**config.mk**
```make
export PLATFORM = sky130hd
export DESIGN_NAME = dap_sqrt
export DESIGN_NICKNAME = d
export VERILOG_FILES = /design/src/rtl/dap_pkg.sv /design/src/rtl/dap_sqrt.sv
export SDC_FILE = /design/constraint.sdc
export NUM_CORES = 2
export LEC_CHECK = 0
export ABC_AREA = 1
export ABC_CLOCK_PERIOD_IN_PS = 4600
export BUFFER_PORTS_ARGS = -buffer_cell sky130_fd_sc_hd__clkbuf_2
export CAP_MARGIN = 20
export CORE_AREA = 5 5 417 419
export CTS_CLUSTER_DIAMETER = 30
export DETAILED_ROUTE_END_ITERATION = 8
export DIE_AREA = 0 0 422 424
export GPL_ROUTABILITY_DRIVEN = 0
export MAX_ROUTING_LAYER = met4
export SYNTH_ARGS = -nofsm -noshare
export SYNTH_HDL_FRONTEND = slang
export SYNTH_SLANG_ARGS = --single-unit
```
**constraint.sdc**
```tcl
create_clock -name clk -period 4.6 [get_ports clk]
set_clock_uncertainty 0.05 [all_clocks]
set_input_delay 0.92 -clock clk [delete_from_list [all_inputs] [get_ports clk]]
set_output_delay 0.92 -clock clk [all_outputs]
set_load 0.005 [all_outputs]
```
**src/rtl/dap_pkg.sv**
```systemverilog
// shared types, widths and constants for the dihedral angle pipeline
package dap_pkg;

  // field and datapath widths
  localparam int COORD_W      = 32;
  localparam int DIFF_W       = COORD_W + 1;
  localparam int PROD_W       = 2 * DIFF_W;
  localparam int CROSS_W      = PROD_W + 1;
  localparam int LEN_BITS     = 7;
  localparam int MAG_BITS     = 30;
  localparam int NORM_W       = MAG_BITS + 1;
  localparam int SQ_W         = 2 * NORM_W;
  localparam int DOT_W        = 64;
  localparam int LEN_W        = 62;
  localparam int ROOT_W       = LEN_W / 2;
  localparam int Q_W          = 31;
  localparam int ANGLE_W      = 24;
  localparam int CORDIC_W     = 34;
  localparam int ANG_W        = 26;
  localparam int CORDIC_STEPS = 23;
  localparam int ATAN_W       = 22;

  // fixed-point constants
  localparam logic [Q_W-1:0]     UNIT_Q30 = Q_W'(1) << 30;
  localparam logic [LEN_W-1:0]   ONE_Q60  = LEN_W'(1) << 60;
  localparam logic [ANGLE_W-1:0] DEG_90   = ANGLE_W'(5898240);
  localparam logic [ANGLE_W-1:0] DEG_180  = ANGLE_W'(11796480);

  // atan(2^-i) in degrees, Q8.16
  localparam logic [ATAN_W-1:0] ATAN_TAB [CORDIC_STEPS] = '{
    22'd2949120, 22'd1740967, 22'd919879, 22'd466945, 22'd234379, 22'd117304,
    22'd58666, 22'd29335, 22'd14668, 22'd7334, 22'd3667, 22'd1833, 22'd917,
    22'd458, 22'd229, 22'd115, 22'd57, 22'd29, 22'd14, 22'd7, 22'd4, 22'd2, 22'd1
  };

  // one request: four points
  typedef struct packed {
    logic signed [COORD_W-1:0] p1_x;
    logic signed [COORD_W-1:0] p1_y;
    logic signed [COORD_W-1:0] p1_z;
    logic signed [COORD_W-1:0] p2_x;
    logic signed [COORD_W-1:0] p2_y;
    logic signed [COORD_W-1:0] p2_z;
    logic signed [COORD_W-1:0] p3_x;
    logic signed [COORD_W-1:0] p3_y;
    logic signed [COORD_W-1:0] p3_z;
    logic signed [COORD_W-1:0] p4_x;
    logic signed [COORD_W-1:0] p4_y;
    logic signed [COORD_W-1:0] p4_z;
  } dap_in_t;

  // one result
  typedef struct packed {
    logic [ANGLE_W-1:0] angle_deg;
    logic               degenerate;
  } dap_out_t;

  // scaled plane normals leaving the front end
  typedef struct packed {
    logic signed [NORM_W-1:0] a_x;
    logic signed [NORM_W-1:0] a_y;
    logic signed [NORM_W-1:0] a_z;
    logic signed [NORM_W-1:0] b_x;
    logic signed [NORM_W-1:0] b_y;
    logic signed [NORM_W-1:0] b_z;
    logic                     degen;
  } dap_norm_t;

endpackage

```
**src/rtl/dap_sqrt.sv**
```systemverilog
// pipelined integer square root, two result bits per stage
module dap_sqrt #(
  parameter int IN_W  = dap_pkg::LEN_W,
  parameter int PAY_W = 1
) (
  input  logic              clk,
  input  logic              rst,
  input  logic              in_valid,
  input  logic [IN_W-1:0]   rad_in,
  input  logic [PAY_W-1:0]  pay_in,
  output logic              out_valid,
  output logic [IN_W/2-1:0] root_out,
  output logic [PAY_W-1:0]  pay_out
);
  import dap_pkg::*;

  localparam int R      = IN_W / 2;
  localparam int STAGES = (R + 1) / 2;
  localparam int REM_W  = R + 3;

  logic [REM_W-1:0] rem_s  [STAGES+1];
  logic [R-1:0]     root_s [STAGES+1];
  logic [IN_W-1:0]  rad_s  [STAGES+1];
  logic [PAY_W-1:0] pay_s  [STAGES+1];
  logic             vld_s  [STAGES+1];

  assign rem_s[0]  = '0;
  assign root_s[0] = '0;
  assign rad_s[0]  = rad_in;
  assign pay_s[0]  = pay_in;
  assign vld_s[0]  = in_valid;

  for (genvar g = 0; g < STAGES; g++) begin : g_stage
    logic [REM_W-1:0] rem_c;
    logic [R-1:0]     root_c;
    logic [IN_W-1:0]  rad_c;

    // two restoring digit steps
    always_comb begin
      rem_c  = rem_s[g];
      root_c = root_s[g];
      rad_c  = rad_s[g];
      for (int j = 0; j < 2; j++) begin
        if (2 * g + j < R) begin
          rem_c = {rem_c[REM_W-3:0], rad_c[IN_W-1 -: 2]};
          rad_c = rad_c << 2;
          if (rem_c >= REM_W'({root_c, 2'b01})) begin
            rem_c  = rem_c - REM_W'({root_c, 2'b01});
            root_c = {root_c[R-2:0], 1'b1};
          end else begin
            root_c = {root_c[R-2:0], 1'b0};
          end
        end
      end
    end

    always_ff @(posedge clk) begin
      rem_s[g+1]  <= rem_c;
      root_s[g+1] <= root_c;
      rad_s[g+1]  <= rad_c;
      pay_s[g+1]  <= pay_s[g];
    end

    always_ff @(posedge clk) begin
      if (rst) begin
        vld_s[g+1] <= 1'b0;
      end else begin
        vld_s[g+1] <= vld_s[g];
      end
    end
  end

  assign out_valid = vld_s[STAGES];
  assign root_out  = root_s[STAGES];
  assign pay_out   = pay_s[STAGES];

endmodule

```
==> results by group <==
CTS
  • CTS sink cnt: 1210
  • Max clock buf depth: 4
  • CTS tree: yes
  • Clk root buf: clkbuf_16
  • CTS H-tree depth: 5
  • Worst skew pair latency: roughly 0.89 ns
  • Num CTS Buffers: approximately 270
  • Clock transition at path regs: approximately 0.050 ns

GRT
  • Antenna violations before repair: 1
  • Largest net degree at the start of global routing: 38
  • GR Util All Layers: 0.279
  • First-pass GRT wire length: 396000 um
  • GRT overflow: 0
  • Vias in the first global route: approximately 75000

Yosys
  • Number of flops mapped to enable cells by yosys: 0
  • Syn. warnings: 0
  • Post-synthesis mux area share: 0.000259
  • Post-synthesis xor/xnor area fraction: 0.0500
  • Largest family of logic cells by synthesized area: simple AND/OR/NAND/NOR gates
  • FF+latch count, synth: about 1200
  • Synthesized cell area: 77400 um^2
  • Gate Count Post-Synth: 11900
  • Ys async rst share: 0
  • Simple-Gate Fraction of Synth Area: 0.349
  • Complex-gate fraction of the synthesized area: 0.106
  • Distinct cells, synth: 70
  • Post-Syn Area per Cell: between 6 and 7 um^2
  • Post-synthesis adder-cell area fraction: 0.0847
  • Top_reg_cell synth: dfxtp_1
  • Part of the Yosys area used for sequential elements: 0.313

Setup path
  • CP Max Fanout: 22
  • CP max-delay cell: dfxtp_1
  • Crit path launch: root_s[105]
  • Critical setup path kind: register to register
  • Worst setup EP type: register
  • Critical path depth in cells: 22
  • WP data arrival: ~5.3 ns
  • R2R cell count: 22
  • Cell mode on critical path: nand2_1
  • Critical path required time: between 5 and 6 ns
  • Reg2Reg Setup Slack: 0.06 ns
  • FF-to-FF End: rem_s[70]
  • Max stage delay on crit path: ~0.45 ns
  • Delay-heaviest family, CP: compound AO/OA/AOI/OAI gates
  • Buf/Inv on CP: 4
  • CP startpoint kind: register
  • Crit-path cells: inv_1 -> ha_1 -> a21oi_1 -> o21ai_1 -> a21oi_1 -> nand2_1 -> a21oi_1 -> xor2_1 -> nand2_1 -> o21ai_0 -> inv_1 -> ha_1 -> nand2_1 -> nor2_1 -> inv_1 -> o21ai_0 -> a31oi_1 -> nand2_1 -> nand2_1 -> nand2_2 -> buf_8 -> o21ai_0
  • RR Startpoint: root_s[105]
  • Critical Path End: rem_s[70]

Routing
  • DR WL/cell: 16.9 um
  • First-pass DRT Iterations: 9
  • Vias per inst: ~5.3
  • WL final: ~260000 um
  • Post-route DRC violation count: 0
  • 1st-iter DRT viols: about 7800
  • DR vias: between 70000 and 80000
  • Post-route ant nets: 0

STA
  • Period utilization: 0.987
  • Crit path time final: about 4.5 ns
  • Setup WS post-layout: 0.0576 ns
  • Worst-Margin Slew: between 0.9 and 1 ns
  • Final Hold Fails: 0
  • Slew HR: 0.370
  • FMAX: between 200 and 250 MHz
  • Final setup fails: 0
  • Setup TNS: 0 ns
  • Slew Viols, Final: 0

Place
  • Pre-CTS setup slack: -0.244 ns
  • Number of I/O port buffers: 98
  • DP Area: roughly 84000 um^2
  • DP HPWL: a little over 200000 um
  • Placed Cells: 14600

Power
  • Ratio of total power to cell area: 567 nW/um^2
  • Max VDD drop: about 0.00043 V
  • Power, Total: around 54 mW
  • Lkg Pwr: 49.1 nW

Floorplanning
  • Top-Level Pins: between 90 and 100
  • Die ar.: approximately 180000 um^2
  • Die Y: 424 um
  • CORE AREA: roughly 170000 um^2
  • Row count: about 150
  • Die width: about 420 um
  • Starting Density: 0.455

Flow run
  • # Max-Cap Violations: 0

Cells and area
  • Most common cell after layout, fill and taps aside: nand2_1
  • Layout cells sized above 1: 0.130
  • Net count, final: between 10000 and 15000
  • Cell area after layout: around 95000 um^2
  • Most frequent cells in the layout: nand2_1, inv_1, nor2_1, dfxtp_1, nand3_1
  • Finished Layout Cells: around 15000
  • Area Growth Syn to Fin: 22.4%

Outcome
  • Status: finished clean

Hold path
  • Worst Hold Class: primary input to register
## layout make-up
| class | count | area (um^2) |
|---|---|---|
| clock inverters | 148 | 1800 |
| inverters | 1751 | 6610 |
| flip-flops and latches | 1210 | 24300 |
| repair inverters | 3 | 23.8 |
| clock buffers | 325 | 7370 |
| diodes | 4 | 10.0 |
| well taps | 2233 | 2790 |
| repair buffers | 645 | 4950 |
| fillers | 16500 | 75500 |
| multi-input cells | 8801 | 46800 |
## synth_stat cells (41+ instances only)
| library cell | count | share of area |
|---|---|---|
| nand2_2 | 64 | 0.0052 |
| clkbuf_1 | 43 | 0.0021 |
| nand3b_1 | 55 | 0.0053 |
| dfxtp_1 | 1210 | 0.31 |
| o21ai_0 | 504 | 0.033 |
| a31oi_1 | 49 | 0.0040 |
| nor2_1 | 1220 | 0.059 |
| nor3_1 | 151 | 0.0098 |
| o21bai_1 | 54 | 0.0052 |
| ha_1 | 524 | 0.085 |
| o21ai_1 | 60 | 0.0039 |
| inv_1 | 1711 | 0.083 |
| xor2_1 | 262 | 0.030 |
| a21oi_1 | 645 | 0.042 |
| nand2_1 | 3601 | 0.17 |
| nand4_1 | 236 | 0.019 |
| o21a_1 | 41 | 0.0040 |
| nand3_1 | 769 | 0.050 |
| nor2_2 | 68 | 0.0055 |
| xnor2_1 | 174 | 0.020 |
## metal layers
layer / global-route usage / vias up / wire [um]
met1: 0.351 / 36100 / 110000
met4: 0.122 / 0 / 12100
li1: - / 39600 / -
met2: 0.451 / 3096 / 116000
met3: 0.0385 / 653 / 17900
met5: - / - / 0
## where the power goes
group          internal, mW  total (mW)  switching [mW]
Sequential             12.4        14.2            1.80
Combinational          7.01        20.3            13.3
Clock                  13.1        19.2            6.08
Total                  32.5        53.7            21.1
## repair_timing
action                                  in CTS  in global routing
gates resized for setup                     28                373
hold endpoints to repair                     0                  0
hold buffers                                 0                  0
endpoints found under the setup margin     136                341
gates cloned                                 0                 10
buffers inserted                             4                 35
pin swaps                                    1                 48
## worst min path at each step
stage,startpoint,endpoint,slack [ns],depth (start not counted)
2_1_floorplan,g_stage[9].rad_c[40],g_stage[10].rad_c[44],0.26,0
3_3_place_gp,g_stage[2].rad_c[45],g_stage[3].rad_c[49],0.26,0
3_5_place_dp,g_stage[11].rad_c[55],g_stage[12].rad_c[59],0.26,0
4_1_cts,rad_in[0],g_stage[1].rad_c[8],0.008,1
5_1_grt,rad_in[4],g_stage[1].rad_c[12],0.03,1
6_report,rad_in[30],g_stage[1].rad_c[38],0.07,1
## cells by family after synthesis
kind of cell               count (synthesis)
and+or+nand+nor                         6348
buffers and inverters                   1894
AOI/OAI and AO/OA                       1484
DFF                                     1210
adders and majority gates                524
xor gates and xnor gates                 439
muxes                                      2
other                                      1
## flip-flops by register name, indices dropped and copies added (netlist names)
| signal | flops |
|---|---|
| g_stage.rad_c | 392 |
| pay_out | 1 |
| out_valid | 1 |
| vld_s | 15 |
| rem_s | 457 |
| pay_s | 15 |
| root_out | 31 |
| rad_s | 58 |
| root_s | 240 |
## metrics by stage
stage | utilization | hold slack, ns
finish | 0.556 | 0.0742
global route | 0.556 | 0.0330
CTS | 0.546 | 0.00808
detailed placement | 0.492 | 0.262
global placement | 0.492 | 0.259
floorplan | - | 0.260
Note: power is estimated with default switching activity, not from simulation.
